$ cat config.mk
export PLATFORM = sky130hd
export DESIGN_NAME = dda_line_rasterizer_top_flat
export DESIGN_NICKNAME = d
export VERILOG_FILES = /design/src/design/dda_pkg.sv /design/src/design/dda_if.sv /design/src/design/dda_line_rasterizer_top.sv /design/src/design/dda_div.sv /design/src/flat_wrapper.sv
export VERILOG_INCLUDE_DIRS = /design/src /design/src/design
export SDC_FILE = /design/constraint.sdc
export NUM_CORES = 1
export LEC_CHECK = 0
export ABC_AREA = 1
export BUFFER_PORTS_ARGS = -buffer_cell sky130_fd_sc_hd__buf_4
export CAP_MARGIN = 5
export CORE_MARGIN = 5
export CORE_UTILIZATION = 47
export DETAILED_ROUTE_END_ITERATION = 10
export GPL_ROUTABILITY_DRIVEN = 1
export MAX_ROUTING_LAYER = met4
export PLACE_DENSITY_LB_ADDON = 0.3
export SETUP_SLACK_MARGIN = 0.3
export SLEW_MARGIN = 20
export SYNTH_ARGS = -nofsm -noshare
export SYNTH_HDL_FRONTEND = slang
export SYNTH_SLANG_ARGS = --single-unit
$ cat constraint.sdc
create_clock -name clk -period 4.8 [get_ports clk]
set_clock_uncertainty 0.15 [all_clocks]
set_input_delay 0.72 -clock clk [delete_from_list [all_inputs] [get_ports clk]]
set_output_delay 0.72 -clock clk [all_outputs]
set_load 0.02 [all_outputs]
$ cat src/design/dda_line_rasterizer_top_defines.svh
// Assertion macros shared by the line rasterizer RTL.
`ifndef DDA_LINE_RASTERIZER_TOP_DEFINES_SVH
`define DDA_LINE_RASTERIZER_TOP_DEFINES_SVH

// Same-cycle implication, sampled on clk and disabled while rst_n is low.
`define DDA_ASSERT_NOW(lbl, ante, cons, msg) \
    lbl: assert property (@(posedge clk) disable iff (!rst_n) (ante) |-> (cons)) \
        else $error(msg);

// Next-cycle implication, sampled on clk and disabled while rst_n is low.
`define DDA_ASSERT_NEXT(lbl, ante, cons, msg) \
    lbl: assert property (@(posedge clk) disable iff (!rst_n) (ante) |=> (cons)) \
        else $error(msg);

`endif

$ cat src/design/dda_pkg.sv
// Package with the shared constants and types of the line rasterizer.
`timescale 1ns / 1ps

package dda_pkg;

    // Width of one pixel coordinate, used by the channel fields.
    localparam int COORD_BITS = 10;
    // Default number of fraction bits in the fixed-point position.
    localparam int FRAC_BITS_DEF = 16;

    typedef enum logic
    {
        OP_START = 1'b0,
        OP_STEP  = 1'b1
    } opcode_t;

    typedef struct packed
    {
        logic start;
    } div_ctl_t;

    typedef struct packed
    {
        logic busy;
        logic done;
    } div_stat_t;

endpackage

$ cat src/design/dda_if.sv
// Valid/ready channel interfaces for commands and pixels.
`timescale 1ns / 1ps

interface dda_in_if import dda_pkg::*; ();
    logic                  valid;
    logic                  ready;
    logic                  opcode;
    logic [COORD_BITS-1:0] x_start;
    logic [COORD_BITS-1:0] y_start;
    logic [COORD_BITS-1:0] x_end;
    logic [COORD_BITS-1:0] y_end;

    modport source (output valid, opcode, x_start, y_start, x_end, y_end, input ready);
    modport sink   (input valid, opcode, x_start, y_start, x_end, y_end, output ready);
endinterface

interface dda_out_if import dda_pkg::*; ();
    logic                  valid;
    logic                  ready;
    logic [COORD_BITS-1:0] pixel_x;
    logic [COORD_BITS-1:0] pixel_y;
    logic                  pixel_valid;
    logic                  last_pixel;

    modport source (output valid, pixel_x, pixel_y, pixel_valid, last_pixel, input ready);
    modport sink   (input valid, pixel_x, pixel_y, pixel_valid, last_pixel, output ready);
endinterface

$ cat src/design/dda_line_rasterizer_top.sv
// Top level of the DDA line rasterizer: sequencer, position registers, pixel output.
//
//   Channel | Direction | Payload
//   --------+-----------+----------------------------------------------------
//   cmd     | in        | opcode, x_start, y_start, x_end, y_end
//   pix     | out       | pixel_x, pixel_y, pixel_valid, last_pixel
//
// Steps stream at one pixel per cycle while no division runs and pixels are taken.
// A start command whose endpoints differ keeps cmd.ready low after its transfer
// while the shared divider produces the x increment and then the y increment,
// one quotient bit a cycle. Equal-endpoint starts and steps leave the sequencer idle.
// rst_n clears all state asynchronously; the block comes up idle with no line.
// A pixel waiting in the output register only stalls new commands when it is
// not taken in the same cycle.
`timescale 1ns / 1ps
`include "dda_line_rasterizer_top_defines.svh"

module dda_line_rasterizer_top import dda_pkg::*;
#(
    parameter int FRAC_BITS = FRAC_BITS_DEF
)
(
    input  logic      clk,
    input  logic      rst_n,
    dda_in_if.sink    cmd,
    dda_out_if.source pix
);

    // Position format: sign bit, integer coordinate, fraction.
    localparam int POS_W = COORD_BITS + FRAC_BITS + 1;
    // The increment magnitude is at most one, so it needs one integer bit.
    localparam int QUO_W = FRAC_BITS + 1;

    typedef enum logic [1:0]
    {
        S_IDLE,
        S_DIV_X,
        S_DIV_Y
    } state_t;

    state_t                state_reg;
    logic [POS_W-1:0]      x_pos_reg;
    logic [POS_W-1:0]      y_pos_reg;
    logic [POS_W-1:0]      x_inc_reg;
    logic [POS_W-1:0]      y_inc_reg;
    logic [COORD_BITS-1:0] steps_left_reg;
    logic [COORD_BITS-1:0] mag_y_reg;
    logic                  neg_x_reg;
    logic                  neg_y_reg;
    logic                  line_active_reg;

    logic                  pix_valid_reg;
    logic [COORD_BITS-1:0] pix_x_reg;
    logic [COORD_BITS-1:0] pix_y_reg;
    logic                  pix_pv_reg;
    logic                  pix_last_reg;

    logic                  slot_free;
    logic                  take;
    logic                  is_start;
    logic                  neg_x;
    logic                  neg_y;
    logic [COORD_BITS-1:0] adx;
    logic [COORD_BITS-1:0] ady;
    logic [COORD_BITS-1:0] steps;
    logic [POS_W-1:0]      x_sum;
    logic [POS_W-1:0]      y_sum;
    logic [COORD_BITS-1:0] steps_dec;
    logic [POS_W-1:0]      quo_ext;
    logic                  cur_neg;
    logic [POS_W-1:0]      inc_val;

    div_ctl_t              div_ctl;
    div_stat_t             div_stat;
    logic [COORD_BITS-1:0] div_mag;
    logic [COORD_BITS-1:0] div_den;
    logic [QUO_W-1:0]      div_quo;

    // Round half up: add one half and keep the integer bits.
    function automatic logic [COORD_BITS-1:0] round_pos(input logic [POS_W-1:0] p);
        logic [POS_W-1:0] s;
        s = p + (POS_W'(1) << (FRAC_BITS - 1));
        return s[FRAC_BITS +: COORD_BITS];
    endfunction

    // New commands are taken only by the idle sequencer and only when the
    // output register is empty or is being emptied in this cycle.
    assign slot_free = !pix_valid_reg || pix.ready;
    assign cmd.ready = (state_reg == S_IDLE) && slot_free;
    assign take      = cmd.valid && cmd.ready;
    assign is_start  = opcode_t'(cmd.opcode) == OP_START;

    // Absolute deltas and direction of each axis for a start command.
    assign neg_x = cmd.x_end < cmd.x_start;
    assign neg_y = cmd.y_end < cmd.y_start;
    assign adx   = neg_x ? (cmd.x_start - cmd.x_end) : (cmd.x_end - cmd.x_start);
    assign ady   = neg_y ? (cmd.y_start - cmd.y_end) : (cmd.y_end - cmd.y_start);
    assign steps = (adx > ady) ? adx : ady;

    // One fixed-point add per axis advances the line by one step.
    assign x_sum     = x_pos_reg + x_inc_reg;
    assign y_sum     = y_pos_reg + y_inc_reg;
    assign steps_dec = steps_left_reg - 1'b1;

    // The divider is launched with the x delta straight from the command and,
    // once that finishes, with the saved y delta. The step count serves as
    // the divisor both times.
    assign div_ctl.start = (take && is_start && (steps != '0))
                        || ((state_reg == S_DIV_X) && div_stat.done);
    assign div_mag = (state_reg == S_IDLE) ? adx : mag_y_reg;
    assign div_den = (state_reg == S_IDLE) ? steps : steps_left_reg;

    dda_div #(
        .MAG_W (COORD_BITS),
        .QUO_W (QUO_W)
    ) u_div (
        .clk   (clk),
        .rst_n (rst_n),
        .ctl   (div_ctl),
        .mag   (div_mag),
        .den   (div_den),
        .stat  (div_stat),
        .quo   (div_quo)
    );

    // The quotient is a magnitude; the increment takes the sign of the delta.
    assign quo_ext = POS_W'(div_quo);
    assign cur_neg = (state_reg == S_DIV_X) ? neg_x_reg : neg_y_reg;
    assign inc_val = cur_neg ? (POS_W'(0) - quo_ext) : quo_ext;

    assign pix.valid       = pix_valid_reg;
    assign pix.pixel_x     = pix_x_reg;
    assign pix.pixel_y     = pix_y_reg;
    assign pix.pixel_valid = pix_pv_reg;
    assign pix.last_pixel  = pix_last_reg;

    always_ff @(posedge clk or negedge rst_n)
    begin
        if (!rst_n)
        begin
            state_reg       <= S_IDLE;
            x_pos_reg       <= '0;
            y_pos_reg       <= '0;
            x_inc_reg       <= '0;
            y_inc_reg       <= '0;
            steps_left_reg  <= '0;
            mag_y_reg       <= '0;
            neg_x_reg       <= 1'b0;
            neg_y_reg       <= 1'b0;
            line_active_reg <= 1'b0;
            pix_valid_reg   <= 1'b0;
            pix_x_reg       <= '0;
            pix_y_reg       <= '0;
            pix_pv_reg      <= 1'b0;
            pix_last_reg    <= 1'b0;
        end
        else
        begin
            // A pixel taken downstream empties the register unless a new
            // command refills it at the same edge.
            if (pix_valid_reg && pix.ready && !take)
            begin
                pix_valid_reg <= 1'b0;
            end

            unique case (state_reg)
                S_IDLE:
                begin
                    if (take)
                    begin
                        pix_valid_reg <= 1'b1;
                        if (is_start)
                        begin
                            // The start pixel is exact, so it goes out at once
                            // while the increments are still being divided.
                            x_pos_reg      <= {1'b0, cmd.x_start, {FRAC_BITS{1'b0}}};
                            y_pos_reg      <= {1'b0, cmd.y_start, {FRAC_BITS{1'b0}}};
                            steps_left_reg <= steps;
                            mag_y_reg      <= ady;
                            neg_x_reg      <= neg_x;
                            neg_y_reg      <= neg_y;
                            pix_x_reg      <= cmd.x_start;
                            pix_y_reg      <= cmd.y_start;
                            pix_pv_reg     <= 1'b1;
                            if (steps == '0)
                            begin
                                // Equal endpoints: a single pixel that is also last.
                                x_inc_reg       <= '0;
                                y_inc_reg       <= '0;
                                line_active_reg <= 1'b0;
                                pix_last_reg    <= 1'b1;
                            end
                            else
                            begin
                                line_active_reg <= 1'b1;
                                pix_last_reg    <= 1'b0;
                                state_reg       <= S_DIV_X;
                            end
                        end
                        else if (line_active_reg)
                        begin
                            x_pos_reg       <= x_sum;
                            y_pos_reg       <= y_sum;
                            steps_left_reg  <= steps_dec;
                            line_active_reg <= steps_dec != '0;
                            pix_x_reg       <= round_pos(x_sum);
                            pix_y_reg       <= round_pos(y_sum);
                            pix_pv_reg      <= 1'b1;
                            pix_last_reg    <= steps_dec == '0;
                        end
                        else
                        begin
                            // A step with no line in progress reports no pixel.
                            pix_x_reg    <= '0;
                            pix_y_reg    <= '0;
                            pix_pv_reg   <= 1'b0;
                            pix_last_reg <= 1'b0;
                        end
                    end
                end
                S_DIV_X:
                begin
                    if (div_stat.done)
                    begin
                        x_inc_reg <= inc_val;
                        state_reg <= S_DIV_Y;
                    end
                end
                S_DIV_Y:
                begin
                    if (div_stat.done)
                    begin
                        y_inc_reg <= inc_val;
                        state_reg <= S_IDLE;
                    end
                end
                default:
                begin
                    state_reg <= S_IDLE;
                end
            endcase
        end
    end

    `DDA_ASSERT_NOW(a_ready_only_idle, cmd.ready, state_reg == S_IDLE,
                    "cmd.ready raised outside idle")
    `DDA_ASSERT_NEXT(a_start_runs_div, take && is_start && (steps != '0),
                     div_stat.busy && (state_reg == S_DIV_X),
                     "line start did not launch the divider")
    `DDA_ASSERT_NOW(a_done_in_div, div_stat.done,
                    (state_reg == S_DIV_X) || (state_reg == S_DIV_Y),
                    "divider finished with the sequencer idle")
    `DDA_ASSERT_NOW(a_active_has_steps, line_active_reg, steps_left_reg != '0,
                    "active line with no steps left")

endmodule

$ cat src/design/dda_div.sv
// Restoring divider that yields one quotient bit per cycle.
`timescale 1ns / 1ps

module dda_div import dda_pkg::*;
#(
    parameter int MAG_W = COORD_BITS,
    parameter int QUO_W = FRAC_BITS_DEF + 1
)
(
    input  logic             clk,
    input  logic             rst_n,
    input  div_ctl_t         ctl,
    input  logic [MAG_W-1:0] mag,
    input  logic [MAG_W-1:0] den,
    output div_stat_t        stat,
    output logic [QUO_W-1:0] quo
);

    localparam int CNT_W = $clog2(QUO_W);

    logic [MAG_W:0]   rem_reg;
    logic [MAG_W-1:0] den_reg;
    logic [QUO_W-1:0] quo_reg;
    logic [CNT_W-1:0] cnt_reg;
    logic             busy_reg;

    logic             ge;
    logic [MAG_W:0]   diff;
    logic [MAG_W:0]   kept;
    logic             last;

    // The dividend never exceeds the divisor, so the partial remainder stays
    // below twice the divisor and one extra bit is enough.
    assign ge   = rem_reg >= {1'b0, den_reg};
    assign diff = rem_reg - {1'b0, den_reg};
    assign kept = ge ? diff : rem_reg;
    assign last = cnt_reg == CNT_W'(QUO_W - 1);

    assign stat.busy = busy_reg;
    assign stat.done = busy_reg && last;
    assign quo       = {quo_reg[QUO_W-2:0], ge};

    always_ff @(posedge clk or negedge rst_n)
    begin
        if (!rst_n)
        begin
            rem_reg  <= '0;
            den_reg  <= '0;
            quo_reg  <= '0;
            cnt_reg  <= '0;
            busy_reg <= 1'b0;
        end
        else if (ctl.start)
        begin
            rem_reg  <= {1'b0, mag};
            den_reg  <= den;
            cnt_reg  <= '0;
            busy_reg <= 1'b1;
        end
        else if (busy_reg)
        begin
            rem_reg <= {kept[MAG_W-1:0], 1'b0};
            quo_reg <= {quo_reg[QUO_W-2:0], ge};
            cnt_reg <= cnt_reg + 1'b1;
            if (last)
            begin
                busy_reg <= 1'b0;
            end
        end
    end

endmodule

$ cat src/flat_wrapper.sv
// flat-port wrapper written by rule: the top's interface ports become plain ports
module dda_line_rasterizer_top_flat import dda_pkg::*;
#(
    parameter int FRAC_BITS = FRAC_BITS_DEF
)
  (clk, rst_n, cmd_valid, cmd_opcode, cmd_x_start, cmd_y_start, cmd_x_end, cmd_y_end, cmd_ready, pix_valid, pix_pixel_x, pix_pixel_y, pix_pixel_valid, pix_last_pixel, pix_ready);
  dda_in_if cmd_i ();
  dda_out_if pix_i ();
  input  logic clk;
  input  logic rst_n;
  input wire logic [$bits(cmd_i.valid)-1:0] cmd_valid;
  input wire logic [$bits(cmd_i.opcode)-1:0] cmd_opcode;
  input wire logic [$bits(cmd_i.x_start)-1:0] cmd_x_start;
  input wire logic [$bits(cmd_i.y_start)-1:0] cmd_y_start;
  input wire logic [$bits(cmd_i.x_end)-1:0] cmd_x_end;
  input wire logic [$bits(cmd_i.y_end)-1:0] cmd_y_end;
  output wire logic [$bits(cmd_i.ready)-1:0] cmd_ready;
  output wire logic [$bits(pix_i.valid)-1:0] pix_valid;
  output wire logic [$bits(pix_i.pixel_x)-1:0] pix_pixel_x;
  output wire logic [$bits(pix_i.pixel_y)-1:0] pix_pixel_y;
  output wire logic [$bits(pix_i.pixel_valid)-1:0] pix_pixel_valid;
  output wire logic [$bits(pix_i.last_pixel)-1:0] pix_last_pixel;
  input wire logic [$bits(pix_i.ready)-1:0] pix_ready;
  assign cmd_i.valid = cmd_valid;
  assign cmd_i.opcode = cmd_opcode;
  assign cmd_i.x_start = cmd_x_start;
  assign cmd_i.y_start = cmd_y_start;
  assign cmd_i.x_end = cmd_x_end;
  assign cmd_i.y_end = cmd_y_end;
  assign cmd_ready = cmd_i.ready;
  assign pix_valid = pix_i.valid;
  assign pix_pixel_x = pix_i.pixel_x;
  assign pix_pixel_y = pix_i.pixel_y;
  assign pix_pixel_valid = pix_i.pixel_valid;
  assign pix_last_pixel = pix_i.last_pixel;
  assign pix_i.ready = pix_ready;
  dda_line_rasterizer_top #(.FRAC_BITS(FRAC_BITS)) u_core (.clk(clk), .rst_n(rst_n), .cmd(cmd_i), .pix(pix_i));
endmodule
==> results.py <==
metrics = {
    "synthesis": {
        "async_flop_share": 1.00,
        "synth_compound_area_frac": 0.132,
        "syn-num-nets": 2441,
        "synth_top_area_frac": 0.297,
        "synth_top_family_by_area": "simple AND/OR/NAND/NOR gates",
        "yosysWarnings": 0,
        "netlist-cell-type-count": 48,
        "synth-seq-area-share": 0.297,
        "syn_inst": 2274,
        "ys_ff_latch": 179,
        "synthAdderAreaFrac": 0.105,
        "avgSynthCellArea_sq_um": 6.64,
        "syn-cell-area_sq_um": 15100,
        "synth_top_cell_by_area": "dfrtp_1",
        "synth_area_leaders": "dfrtp_1 30%, nand2_1 19%, ha_1 9.5%",
        "synth-edff-count": 0,
        "synth-xor-area-share": 0.0302,
        "yosys-mux-area-fraction": 0,
        "synthSimpleGateAreaFrac": 0.346,
        "ys.flop_type": "dfrtp_1",
    },
    "sta": {
        "setup_violations": 0,
        "rsz0062_at_grt": "no",
        "slew_headroom": 0.360,
        "fmax_mhz": 230,
        "finalCriticalPeriod_ps": 4340,
        "period_share": 0.904,
        "finalHoldViolations": 0,
        "tightest_slew_ps": 960,
        "drv_slew": 0,
        "setup_tns_ps": 0,
    },
    "clock_tree": {
        "path_clk_slew_ps": 70,
        "clockBufferDepth": 2,
        "cts_tree": "yes",
        "clkSinkCount": 179,
        "cts_buffers": 17,
        "clockRootBuffer": "clkbuf_16",
        "clk_latency_ps": 460,
        "htreeDepth": 4,
    },
    "grt": {
        "grt_pass1_wl_um": 75900,
        "grt_start_max_net_pins": 116,
        "grt_pass1_vias": 14700,
        "grt-ovfl-total": 0,
        "track_usage": 0.271,
        "antenna_found_initial": 0,
    },
    "setup_path": {
        "critPathArrivalTime_ps": 4540,
        "max_stage_delay_ps": 400,
        "crit_buf_inv": 5,
        "crit_family": "simple AND/OR/NAND/NOR gates",
        "crit_path_start_kind": "input pin",
        "cpMostUsedCell": "nand2_1",
        "cp.required_ps": 5000,
        "crit_type": "in2reg",
        "cpMaxStageDelayCell": "fa_1",
        "cp.depth": 29,
        "r2r_cells": 20,
        "path_max_fanout": 7,
        "end_kind": "register",
    },
    "cells_and_area": {
        "stdcell_count": 2778,
        "nets": 2530,
        "nFillCells": 3188,
        "antenna_cells": 0,
        "syn_to_final_growth_pct": 13.2,
        "drive_above_1_share": 0.110,
    },
    "floorplanning": {
        "die_area_sq_um": 35800,
        "die_h_um": 189,
        "core_area_sq_um": 31600,
        "core.rowCount": 65,
        "initial_core_util": 0.477,
        "chipWidth_um": 189,
        "pin_count": 69,
    },
    "power_and_ir_drop": {
        "ir_drop_uv": 283,
        "p_per_area_nw_per_um2": 616,
        "p_leak_nw": 9.10,
        "p_total_mw": 10.5,
    },
    "placed_design": {
        "place.gp.congestion": 0.967,
        "portBuffers": 68,
        "dpl.hpwl_um": 37100,
        "placed_cells": 2737,
    },
    "worst_hold_path": {
        "hp-class": "in2async",
    },
    "drt": {
        "viasPerCell": 5.52,
        "vias": 15300,
        "routed_wl_um": 48200,
        "ant_nets": 0,
        "drc_errors": 0,
        "dr.pass1.iters": 6,
        "wl_per_cell_um": 17.3,
        "drt_iter0_drc": 1170,
    },
    "run_status": {
        "status": "complete, no violations",
    },
    "job": {
        "max_cap_violations": 0,
    },
}
-- synthesized netlist by cell type (3+ instances only) --
master and count:
nand2_1 762, inv_1 280, nor2_1 180, dfrtp_1 179, nand3_1 155, o21ai_0 123, ha_1 115, a21oi_1 108
nand4_1 67, xor2_1 39, clkbuf_1 33, nor3_1 20, o211ai_1 14, o21ai_2 14, or2_2 14, xnor2_1 13
nand2_2 12, a31oi_1 11, o21ai_1 11, a22oi_1 9, buf_2 9, buf_6 9, nor2_2 9, o21a_1 8
fa_1 7, and2_1 6, o21bai_1 6, o31ai_1 6, a21boi_0 5, a21oi_2 5, a32o_1 5, inv_2 5
a22o_1 4, o22ai_1 4, a2bb2oi_1 3, clkinv_1 3, nand3_2 3, nand3b_1 3
-- power by group --
part           total, mW  internal [mW]  switching, mW  leakage, nW
Combinational       6.38           2.27           4.11         6.53
Sequential          2.72           2.16          0.559         2.29
Clock               1.42          0.704          0.719        0.277
Total               10.5           5.14           5.39         9.10
-- logic make-up after synthesis --
family	count (synthesis)
DFF	179
buffers and inverters	343
xor gates and xnor gates	52
AOI/OAI and AO/OA	341
adders and majority gates	122
and+or+nand+nor	1237
-- area by class of cell --
type	count	area (sq um)	area share
Clock buffer	18	439	0.0257
Multi-Input combinational cell	1755	9450	0.553
Tap cell	402	503	0.0294
Sequential cell	179	4480	0.262
Clock inverter	14	140	0.00820
Inverter	288	1090	0.0636
Timing Repair Buffer	122	990	0.0579
-- path summary, 6_finish.rpt --
check,slack (ps),startpoint,end
worst max-delay path,460,cmd_y_start[0],u_core.u_div.quo_reg[1]
worst max register to register,810,u_core.u_div.rem_reg[2],u_core.y_inc_reg[16]
worst min-delay path,230,rst_n,u_core.y_pos_reg[4]
max in group asynchronous,3310,rst_n,u_core.mag_y_reg[8]
min in group clk,330,u_core.u_div.quo_reg[0],u_core.u_div.quo_reg[0]
worst min register to register,330,u_core.u_div.quo_reg[0],u_core.u_div.quo_reg[0]
-- repair_timing --
| item | in CTS | in global routing |
|---|---|---|
| hold endpoints to repair | 0 | 0 |
| gates resized for setup | 0 | 48 |
| hold buffers | 0 | 0 |
| buffers inserted | 0 | 2 |
| endpoints found under the setup margin | 0 | 76 |
-- cells in the final DEF, fill, tap and decap left out, types with 5 or more instances in the layout --
cell type  count
o21a_1         8
a31oi_1       11
a22oi_1        9
or2_2         14
dfrtp_1      179
nor2_4         5
nand3_1      150
buf_4        115
o21ai_1       10
a21oi_2        7
a21boi_0       5
a21oi_1      105
o21bai_1       6
nor2_2        14
o21ai_2       14
nand2_4        5
nand3_2        7
nand2_1      755
o21ai_0      123
ha_1         109
nor2_1       172
xnor2_1       13
nand2_2       16
clkbuf_16     19
nor3_1        20
a32o_1         5
xor2_1        39
o31ai_1        6
ha_2           6
nand4_1       67
inv_2          5
o211ai_1      14
inv_1        278
-- through the flow --
stage / util / hold WS (ps) / area [sq um] / setup WS, ps
2_1_floorplan: - / 274 / 15100 / 770
3_3_place_gp: 0.513 / 316 / 16200 / -17.7
3_5_place_dp: 0.513 / 319 / 16200 / -114
4_1_cts: 0.531 / 291 / 16800 / 357
5_1_grt: 0.540 / 318 / 17100 / 229
6_report: 0.540 / 232 / 17100 / 459
-- routing by layer --
| layer | vias up | part of all wire | track usage |
|---|---|---|---|
| met5 | - | 0 | - |
| met4 | 0 | 0.023 | 0.0776 |
| met3 | 65 | 0.047 | 0.0328 |
| met2 | 433 | 0.50 | 0.467 |
| met1 | 7260 | 0.43 | 0.337 |
| li1 | 7582 | - | - |
-- worst register-to-register path, stage by stage, from the launching register on --
cell and delay, ps:
dfrtp_1 400, ha_1 370, a21oi_1 150, o21ai_0 190, nand2_1 120, nand3_1 150, nand2_1 100, nand2_1 200
inv_1 100, buf_4 230, ha_1 180, inv_1 50, nor3_1 210, nand2_1 130, o21ai_0 280, nand2_1 140
nor2_1 180, o21ai_0 140, xor2_1 240, nand2_1 110, nand2_1 100
Note: power is estimated with default switching activity, not from simulation.
